`config.mk`:
```
export PLATFORM = sky130hd
export DESIGN_NAME = ttdhc_ctrl
export DESIGN_NICKNAME = d
export VERILOG_FILES = /design/src/design/ttdhc_pkg.sv /design/src/design/ttdhc_ctrl.sv
export SDC_FILE = /design/constraint.sdc
export NUM_CORES = 1
export LEC_CHECK = 0
export ABC_CLOCK_PERIOD_IN_PS = 3900
export BUFFER_PORTS_ARGS = -buffer_cell sky130_fd_sc_hd__buf_2
export CAP_MARGIN = 10
export CORE_UTILIZATION = 46
export DETAILED_ROUTE_END_ITERATION = 6
export GPL_TIMING_DRIVEN = 0
export PLACE_DENSITY = 0.75
export SLEW_MARGIN = 20
export SYNTH_ARGS = -nofsm -noshare
export SYNTH_HDL_FRONTEND = slang
export SYNTH_SLANG_ARGS = --single-unit
```
`constraint.sdc`:
```
create_clock -name clock -period 3.9 [get_ports clock]
set_input_delay 0 -clock clock [delete_from_list [all_inputs] [get_ports clock]]
set_output_delay 0 -clock clock [all_outputs]
set_load 0.1 [all_outputs]
```
`src/design/ttdhc_pkg.sv`:
```
// ----------------------------------------------------------------------------
// ttdhc_pkg
// Types and constants shared by the turn-then-drive heading controller.
// ----------------------------------------------------------------------------
package ttdhc_pkg;

   localparam int ANG_W   = 19;
   localparam int CORD_W  = 56;
   localparam int SRC_W   = 34;
   localparam int STEP_W  = 4;
   localparam int STEPS   = 16;

   localparam logic signed [ANG_W-1:0] ANG_HALF_PI = 19'sd102944;
   localparam logic [19:0]             ANG_PI      = 20'd205887;

   localparam logic [1:0] MODE_TICK = 2'd0;
   localparam logic [1:0] MODE_GOAL = 2'd1;
   localparam logic [1:0] MODE_STOP = 2'd2;

   localparam logic [2:0] CSR_RATE_GAIN  = 3'd0;
   localparam logic [2:0] CSR_ARRIVE     = 3'd1;
   localparam logic [2:0] CSR_ALIGN      = 3'd2;
   localparam logic [2:0] CSR_CRUISE     = 3'd3;
   localparam logic [2:0] CSR_MAX_TURN   = 3'd4;

   localparam logic [3:0] MUL_CWZ  = 4'd0;
   localparam logic [3:0] MUL_CWW  = 4'd1;
   localparam logic [3:0] MUL_CZZ  = 4'd2;
   localparam logic [3:0] MUL_DXX  = 4'd3;
   localparam logic [3:0] MUL_DYY  = 4'd4;
   localparam logic [3:0] MUL_ARR  = 4'd5;
   localparam logic [3:0] MUL_TWZ  = 4'd6;
   localparam logic [3:0] MUL_TWW  = 4'd7;
   localparam logic [3:0] MUL_TZZ  = 4'd8;
   localparam logic [3:0] MUL_GAIN = 4'd9;

   typedef struct packed {
      logic [1:0]         mode;
      logic signed [31:0] current_x;
      logic signed [31:0] current_y;
      logic signed [15:0] current_qz;
      logic signed [15:0] current_qw;
      logic signed [31:0] target_x;
      logic signed [31:0] target_y;
      logic signed [15:0] target_qz;
      logic signed [15:0] target_qw;
   } req_type;

   typedef struct packed {
      logic [14:0]        linear_velocity;
      logic signed [15:0] angular_velocity;
      logic               done_res;
      logic               arrived;
   } rsp_type;

   typedef struct packed {
      logic              capture;
      logic              mul_en;
      logic [3:0]        mul_sel;
      logic              cinit;
      logic              second;
      logic              citer;
      logic [STEP_W-1:0] iter;
      logic              diff_en;
      logic              mod_en;
      logic              out_load;
      logic              out_stop;
   } cmd_type;

   typedef struct packed {
      logic mod_busy;
      logic arrive_done;
   } sts_type;

   function automatic logic signed [ANG_W-1:0] atan_entry(input logic [STEP_W-1:0] i);
      logic signed [ANG_W-1:0] r;
      case (i)
         4'd0:    r = 19'sd51472;
         4'd1:    r = 19'sd30386;
         4'd2:    r = 19'sd16055;
         4'd3:    r = 19'sd8150;
         4'd4:    r = 19'sd4091;
         4'd5:    r = 19'sd2047;
         4'd6:    r = 19'sd1024;
         4'd7:    r = 19'sd512;
         4'd8:    r = 19'sd256;
         4'd9:    r = 19'sd128;
         4'd10:   r = 19'sd64;
         4'd11:   r = 19'sd32;
         4'd12:   r = 19'sd16;
         4'd13:   r = 19'sd8;
         4'd14:   r = 19'sd4;
         default: r = 19'sd2;
      endcase
      return r;
   endfunction

endpackage

```
`src/design/ttdhc_ctrl.sv`:
```
// ----------------------------------------------------------------------------
// ttdhc_ctrl
// Sequencer: multiply steps, two CORDIC passes, angle wrap, gain, result beat.
// ----------------------------------------------------------------------------
module ttdhc_ctrl (
   input  logic               clock,
   input  logic               reset,
   input  logic               req_valid,
   output logic               req_ready,
   input  logic [1:0]         req_mode,
   output logic               rsp_valid,
   input  logic               rsp_ready,
   output ttdhc_pkg::cmd_type cmd,
   input  ttdhc_pkg::sts_type sts
);
   import ttdhc_pkg::*;

   typedef enum logic [7:0] {
      ST_IDLE   = 8'b0000_0001,
      ST_MUL    = 8'b0000_0010,
      ST_CINIT  = 8'b0000_0100,
      ST_CITER  = 8'b0000_1000,
      ST_DIFF   = 8'b0001_0000,
      ST_MOD    = 8'b0010_0000,
      ST_GAIN   = 8'b0100_0000,
      ST_FINISH = 8'b1000_0000
   } state_type;

   state_type         state_ff, state_in;
   logic [STEP_W-1:0] cnt_ff, cnt_in;
   logic              pass_ff, pass_in;
   logic              active_ff, active_in;
   logic              stop_ff, stop_in;
   logic              rsp_valid_ff, rsp_valid_in;
   logic              accept;

   assign req_ready = (state_ff == ST_IDLE);
   assign accept    = req_valid && req_ready;
   assign rsp_valid = rsp_valid_ff;

   always_comb begin
      state_in  = state_ff;
      cnt_in    = cnt_ff;
      pass_in   = pass_ff;
      active_in = active_ff;
      stop_in   = stop_ff;
      cmd       = '0;
      cmd.capture = accept;
      cmd.iter    = cnt_ff;
      cmd.second  = pass_ff;
      cmd.mul_sel = (state_ff == ST_GAIN) ? MUL_GAIN : cnt_ff;
      unique case (state_ff)
         ST_IDLE: begin
            if (accept) begin
               unique case (req_mode)
                  MODE_TICK: begin
                     if (active_ff) begin
                        cnt_in   = '0;
                        state_in = ST_MUL;
                     end
                  end
                  MODE_GOAL: active_in = 1'b1;
                  MODE_STOP: begin
                     stop_in  = 1'b1;
                     state_in = ST_FINISH;
                  end
                  default: ;
               endcase
            end
         end
         ST_MUL: begin
            cmd.mul_en = 1'b1;
            if (cnt_ff == MUL_TZZ) begin
               pass_in  = 1'b0;
               state_in = ST_CINIT;
            end else begin
               cnt_in = cnt_ff + 1'b1;
            end
         end
         ST_CINIT: begin
            cmd.cinit = 1'b1;
            cnt_in    = '0;
            state_in  = ST_CITER;
         end
         ST_CITER: begin
            cmd.citer = 1'b1;
            cnt_in    = cnt_ff + 1'b1;
            if (cnt_ff == STEP_W'(STEPS - 1)) begin
               if (!pass_ff) begin
                  pass_in  = 1'b1;
                  state_in = ST_CINIT;
               end else begin
                  state_in = ST_DIFF;
               end
            end
         end
         ST_DIFF: begin
            cmd.diff_en = 1'b1;
            state_in    = ST_MOD;
         end
         ST_MOD: begin
            cmd.mod_en = 1'b1;
            if (!sts.mod_busy) state_in = ST_GAIN;
         end
         ST_GAIN: begin
            cmd.mul_en = 1'b1;
            stop_in    = 1'b0;
            state_in   = ST_FINISH;
         end
         ST_FINISH: begin
            if (!rsp_valid_ff || rsp_ready) begin
               cmd.out_load = 1'b1;
               cmd.out_stop = stop_ff;
               if (stop_ff || sts.arrive_done) active_in = 1'b0;
               state_in = ST_IDLE;
            end
         end
         default: state_in = ST_IDLE;
      endcase
      rsp_valid_in = cmd.out_load ? 1'b1 : (rsp_valid_ff && !rsp_ready);
   end

   always_ff @(posedge clock) begin
      if (reset) begin
         state_ff     <= ST_IDLE;
         cnt_ff       <= '0;
         pass_ff      <= 1'b0;
         active_ff    <= 1'b0;
         stop_ff      <= 1'b0;
         rsp_valid_ff <= 1'b0;
      end else begin
         state_ff     <= state_in;
         cnt_ff       <= cnt_in;
         pass_ff      <= pass_in;
         active_ff    <= active_in;
         stop_ff      <= stop_in;
         rsp_valid_ff <= rsp_valid_in;
      end
   end

endmodule

```
==> results of run 1 <==
state kept, by name (all words and copies together) (netlist names):
signal / cells
stop_ff: 1
active_ff: 1
pass_ff: 1
rsp_valid: 1
cnt_ff: 4
state_ff: 8
critical path: cells and delay by family, from the launching register on:
| kind | cells | cell delay (ps) |
|---|---|---|
| simple gates | 3 | 1060 |
| buf+inv | 3 | 700 |
| flops | 1 | 360 |
cell type report:
cell class / count / share of cell area [%]
Sequential cell: 16 / 25.6
Tap cell: 27 / 2.70
Multi-Input combinational cell: 94 / 52.7
Inverter: 7 / 2.10
Clock buffer: 4 / 2.90
Timing Repair Buffer: 26 / 10.8
Buffer: 7 / 3.20
timing repair:
item,in CTS,in global routing
setup buffers,0,0
hold buffers,1,0
setup endpoints to repair,0,0
hold endpoints to repair,1,0
gates resized for setup,0,0
how the worst min path moves through the flow:
stage                      startpoint  cells after the start  slack [ps]     endpoint
after floorplan                sts[1]                      2         140  state_ff[5]
after global placement         sts[1]                      3         250  state_ff[5]
after detailed placement       sts[1]                      3         250  state_ff[5]
after CTS                 req_mode[0]                      3           4    active_ff
after global routing      req_mode[0]                      3          30    active_ff
final                     req_mode[0]                      3           7    active_ff
synth_stat cells (all sizes together) (2+ instances only):
cell type,count
a211o,2
a21oi,8
and2,2
and4b,4
buf,5
clkbuf,2
dfxtp,16
ha,2
inv,7
nand2,11
nand2b,4
nand3,3
nand4b,4
nor2,13
nor2b,5
nor3,3
nor4,3
nor4b,2
o21ai,4
o41ai,2
or4,3
xnor2,2
logic make-up after synthesis:
logic type,after synthesis,share of synthesized area (%)
compound gates,25,18.1
xor+xnor,3,2.52
fa+ha+maj,2,2.39
buf+inv,14,6.35
flops,16,30.7
mux,2,2.39
simple gates,62,37.6
routing by layer:
layer  track usage [%]  part of all wire, %
met3              1.85                  2.3
met4              10.5                  1.4
met1              29.7                   49
met5                 0                    0
met2              31.8                   47
metrics by stage:
| stage | utilization, % | std cells |
|---|---|---|
| 6_report | 61.2 | 181 |
| 5_1_grt | 61.2 | 181 |
| 3_5_place_dp | 58.9 | 176 |
| 2_1_floorplan | - | 124 |
| 4_1_cts | 61.2 | 181 |
| 3_3_place_gp | 58.9 | 176 |
power by group:
part,internal (mW),switching [mW],leakage (nW),total (mW)
Combinational,0.0310,0.0761,0.395,0.107
Sequential,0.168,0.00375,0.129,0.172
Clock,0.0569,0.0572,0.0210,0.114
==> flow_summary.json, run 1 <==
{
  "grt_first_pass_wirelength_um": 4020,
  "pre_cts_slack_ps": 1830,
  "ys_types": 47,
  "vias": 1032,
  "die_w_um": 49.7,
  "place_congestion": 0.917,
  "drive_gt1_share_pct": 29.9,
  "track_usage_pct": 21.1,
  "postSynth.asyncResetShare_pct": 0,
  "grt_max_degree": 11,
  "powerDensity_nw_per_um2": 314,
  "ios": 27,
  "core_um2": 2040,
  "finalNetCount": 165,
  "drt-pass1-iter-count": 4,
  "cp-startpoint": "state_ff[4]",
  "reg2reg_from": "state_ff[4]",
  "synthCells": 124,
  "grt_pass1_vias": 883,
  "mostFrequentLayoutCells": "buf_2 (27), dfxtp_1 (16), nor2_1 (13)",
  "yosysSeqAreaShare_pct": 30.7,
  "htree_levels": 1,
  "syn-num-nets": 134,
  "drc_errors": 0,
  "ys_ff_latch": 16,
  "slowest_delay_ps": 580,
  "antenna_cells": 0,
  "path_class": "register to primary output",
  "p_leak_nw": 0.546,
  "slew_viol_final": 0,
  "drt_iter0_drc": 38,
  "die_h_um": 49.7,
  "wl_per_cell_um": 13.6,
  "grt-ovfl-total": 0,
  "tightest_slew_ps": 677,
  "yosys-top-cells-area": "dfxtp_1 (31%), nor2_1 (4.7%), a21oi_1 (3.8%)",
  "finalCritPeriodShare_pct": 61.9,
  "synth_warnings": 0,
  "arrival_ps": 2410,
  "portBuffers": 25,
  "fin_crit_ps": 2410,
  "fill_cells": 204,
  "viasPerCell": 5.70,
  "yosys.area.top_type": "dfxtp_1",
  "finalSetupViolations": 0,
  "ff_latch_area_um2": 320,
  "endpoint": "cmd[16]",
  "hold_slack_ps": 6.50,
  "rsz0062_at_grt": "no",
  "synth.avg_cell_area_um2": 8.43,
  "multi_input_area_um2": 658,
  "postLayoutCellArea_um2": 1250,
  "hold_class": "input pin to register",
  "detail-route-antenna-nets": 0,
  "synth_ff_type": "dfxtp_1",
  "r2r-end": "cnt_ff[0]",
  "clockRootBuffer": "clkbuf_4",
  "finalSetupTns_ps": 0,
  "dieArea_um2": 2470,
  "critPathSlowestCell": "nor4_1",
  "slew_headroom_pct": 54.5,
  "antenna_found_initial": 0,
  "initial_core_util_pct": 51.2,
  "r2r_cells": 5,
  "netlist.area_leader.share_pct": 30.7,
  "hold_viol_final": 0,
  "worst_slack_ps": 1490,
  "finalClockSkew_ps": 3.52,
  "syn_area_um2": 1040,
  "peakVddDrop_mv": 0.222,
  "worstPathRequired_ps": 3900,
  "mostFrequentLayoutCell": "buf_2",
  "synth-edff-count": 0,
  "endpoint_kind": "primary output",
  "path_max_fanout": 5,
  "power_uw": 393,
  "cts_buffers": 3,
  "worstPathCellList": "nor4_1, nand4b_1, inv_1, and2_1, buf_4, buf_2",
  "cts_tree": "yes",
  "post-dp-hpwl_um": 1860,
  "cts.clk_slew.worst_paths_ps": 100,
  "max_freq_ghz": 0.415,
  "clock_latency_ps": 290,
  "area_growth_pct": 19.6,
  "dpl-instance-area_um2": 1200,
  "cts_buffer_depth": 2,
  "cp-start-kind": "register",
  "status": "complete, no violations",
  "drt_wl_total_um": 2470,
  "rrSetupSlack_ps": 1790,
  "drv_cap": 0,
  "rows": 16,
  "clock_sinks": 16
}
Note: power is estimated with default switching activity, not from simulation.
==> run 2, diff against run 1 <==
--- a/config.mk
+++ b/config.mk
@@ -5,13 +5,14 @@
 export SDC_FILE = /design/constraint.sdc
 export NUM_CORES = 1
 export LEC_CHECK = 0
-export ABC_CLOCK_PERIOD_IN_PS = 3900
+export ABC_AREA = 1
+export ABC_CLOCK_PERIOD_IN_PS = 2000
 export BUFFER_PORTS_ARGS = -buffer_cell sky130_fd_sc_hd__buf_2
 export CAP_MARGIN = 10
 export CORE_UTILIZATION = 46
 export DETAILED_ROUTE_END_ITERATION = 6
 export GPL_TIMING_DRIVEN = 0
-export PLACE_DENSITY = 0.75
+export PLACE_DENSITY = 0.76
 export SLEW_MARGIN = 20
 export SYNTH_ARGS = -nofsm -noshare
 export SYNTH_HDL_FRONTEND = slang
==> constraint.sdc (replaced) <==
create_clock -name clock -period 2 [get_ports clock]
set_input_delay 0 -clock clock [delete_from_list [all_inputs] [get_ports clock]]
set_output_delay 0 -clock clock [all_outputs]
set_load 0.1 [all_outputs]
==> run 2 against run 1 <==
Effect of this change:
- global-route usage down 1.2 points
- critical endpoint is now cmd[12]
- register-to-register slack worse by 1300 ps
- non-clock buffer count down 4
- total power rose to 5.8 times the previous value
- sequential cell count unchanged
- worst setup slack worse by 1300 ps
- die area up 15%
- count of clock-buffer cells in the layout down 1
- largest cell class unchanged
- critical path depth up 1
- critical path type unchanged
- synthesized area up 15%
- sequential power rose to 2.6 times the previous value
- first-iteration DRC count down 34%
==> flow_summary.json, run 2 <==
{
  "place_congestion": 0.821,
  "finalSetupViolations": 0,
  "initial_core_util_pct": 48.7,
  "ios": 27,
  "dieArea_um2": 2830,
  "finalCritPeriodShare_pct": 90.1,
  "clockRootBuffer": "clkbuf_4",
  "mostFrequentLayoutCells": "nand2_1 (39), buf_2 (25), nor2_1 (24)",
  "vias": 1174,
  "cts.clk_slew.worst_paths_ps": 90,
  "netlist.area_leader.share_pct": 26.6,
  "antenna_cells": 0,
  "clock_sinks": 16,
  "powerDensity_nw_per_um2": 1610,
  "syn-num-nets": 195,
  "htree_levels": 1,
  "portBuffers": 25,
  "drt_iter0_drc": 25,
  "cts-resized-gates": 0,
  "hold_viol_final": 0,
  "worstPathRequired_ps": 2000,
  "min_path_cells": 3,
  "die_h_um": 53.2,
  "status": "complete, no violations",
  "path_max_fanout": 5,
  "drive_gt1_share_pct": 35.2,
  "largest_registers": "state_ff (8), cnt_ff (4)",
  "syn_area_um2": 1210,
  "max_freq_ghz": 0.555,
  "die_w_um": 53.2,
  "largest_register_ffs": 8,
  "slew_headroom_pct": 67.8,
  "core_um2": 2480,
  "rows": 18,
  "mostFrequentLayoutCell": "nand2_1",
  "grt_max_degree": 10,
  "cts_tree": "yes",
  "ys_types": 28,
  "finalClockSkew_ps": 0.831,
  "grt_first_pass_wirelength_um": 4040,
  "detail-route-antenna-nets": 0,
  "cts_buffers": 3,
  "pre_cts_slack_ps": 511,
  "postSynth.asyncResetShare_pct": 0,
  "cp-start-kind": "register",
  "post-dp-hpwl_um": 2000,
  "peakVddDrop_mv": 1.07,
  "yosysSeqAreaShare_pct": 26.6,
  "p_leak_nw": 0.774,
  "fill_cells": 253,
  "rrSetupSlack_ps": 480,
  "post-cts-setup-buffers": 0,
  "drv_cap": 0,
  "dpl-instance-area_um2": 1400,
  "grt_pass1_vias": 919,
  "yosys.area.top_type": "dfxtp_1",
  "yosys-top-cells-area": "dfxtp_1 (27%), nand2_1 (12%), nor2_1 (8.7%)",
  "power_mw": 2.29,
  "endpoint_kind": "primary output",
  "ys_top_cells_by_count": "nand2_1 (39), nor2_1 (28), inv_1 (22), nand3_1 (18), dfxtp_1 (16)",
  "r2r-end": "state_ff[1]",
  "ys_ff_latch": 16,
  "synth_warnings": 0,
  "area_growth_pct": 17.6,
  "synthCells": 185,
  "finalNetCount": 225,
  "reg2reg_from": "cnt_ff[0]",
  "synth.avg_cell_area_um2": 6.52,
  "antenna_found_initial": 0,
  "tightest_slew_ps": 487,
  "worst_slack_ps": 198,
  "synth_ff_type": "dfxtp_1",
  "cts_buffer_depth": 2,
  "finalSetupTns_ps": 0,
  "slew_viol_final": 0,
  "cp-startpoint": "state_ff[1]",
  "wl_per_cell_um": 10.2,
  "path_class": "register to primary output",
  "rsz0062_at_grt": "no",
  "clock_latency_ps": 290,
  "drt-pass1-iter-count": 4,
  "grt-ovfl-total": 0,
  "r2r_cells": 10,
  "endpoint": "cmd[12]",
  "regMostFlops": "state_ff",
  "hold_class": "input pin to register",
  "drc_errors": 0,
  "viasPerCell": 4.83,
  "track_usage_pct": 19.8,
  "ctsHoldBuffers": 0,
  "fin_crit_ps": 1800,
  "arrival_ps": 1800,
  "drt_wl_total_um": 2490,
  "synth.most_common_cell": "nand2_1",
  "synth-edff-count": 0,
  "postLayoutCellArea_um2": 1420
}
==> run 2: changes by cell type after synthesis, sizes merged, moves of 5 or more <==
cell	delta
inv	+23
nor2	+31
nand2	+34
nand3	+18
nor2b	-5
==> run 2: cell type report <==
| class | count | area [µm²] | share of cell area [%] |
|---|---|---|---|
| Multi-Input combinational cell | 135 | 766 | 54.0 |
| Tap cell | 30 | 37.5 | 2.65 |
| Inverter | 30 | 118 | 8.29 |
| Clock buffer | 3 | 22.5 | 1.59 |
| Sequential cell | 16 | 323 | 22.8 |
| Buffer | 4 | 27.5 | 1.94 |
| Timing Repair Buffer | 25 | 125 | 8.82 |
==> run 2: how the worst min path moves through the flow <==
| stage | start | slack, ps | end |
|---|---|---|---|
| 2_1_floorplan | req_mode[0] | 180 | stop_ff |
| 3_3_place_gp | sts[1] | 330 | state_ff[5] |
| 3_5_place_dp | sts[1] | 330 | state_ff[5] |
| 4_1_cts | sts[1] | 20 | state_ff[5] |
| 5_1_grt | reset | 20 | cnt_ff[0] |
| 6_report | sts[1] | 20 | state_ff[5] |
==> run 2: cells by family (layout without fill, tap and decap cells) <==
| logic type | count (synthesis) | after routing | share of synthesized area (%) |
|---|---|---|---|
| AO/OA/AOI/OAI | 11 | 11 | 5.29 |
| XOR/XNOR | 1 | 1 | 0.726 |
| buffers and inverters | 34 | 62 | 12.0 |
| flip-flops | 16 | 16 | 26.6 |
| AND/OR/NAND/NOR | 121 | 121 | 53.3 |
| adder cells (fa/ha/maj) | 2 | 2 | 2.07 |
==> run 2: per-layer routing <==
layer	global-route usage (%)	vias up	share of wire, %
met5	0	-	0
li1	-	634	-
met3	3.45	3	3.5
met2	29.6	24	44
met4	9.21	0	1.2
met1	27.1	513	51
==> run 2: worst max-delay path, stage by stage (launching register included) <==
cell,delay [ps]
dfxtp_1,420
nor2_2,80
nand2_1,110
inv_2,80
nand3_1,200
inv_2,120
nor2_2,80
buf_2,420
==> run 2: report_power, final <==
part / switching, mW / internal, mW / total (mW)
clock: 0.106 / 0.0702 / 0.176
sequential: 0.0660 / 0.386 / 0.452
combinational: 1.25 / 0.408 / 1.66
==> run 2: stage by stage <==
| step | instances | hold WS (ps) | util (%) |
|---|---|---|---|
| 4_1_cts | 243 | 24.8 | 57.3 |
| 3_3_place_gp | 240 | 334 | 56.4 |
| 2_1_floorplan | 185 | 179 | - |
| 6_report | 243 | 24.4 | 57.3 |
| 3_5_place_dp | 240 | 334 | 56.4 |
| 5_1_grt | 243 | 22.0 | 57.3 |
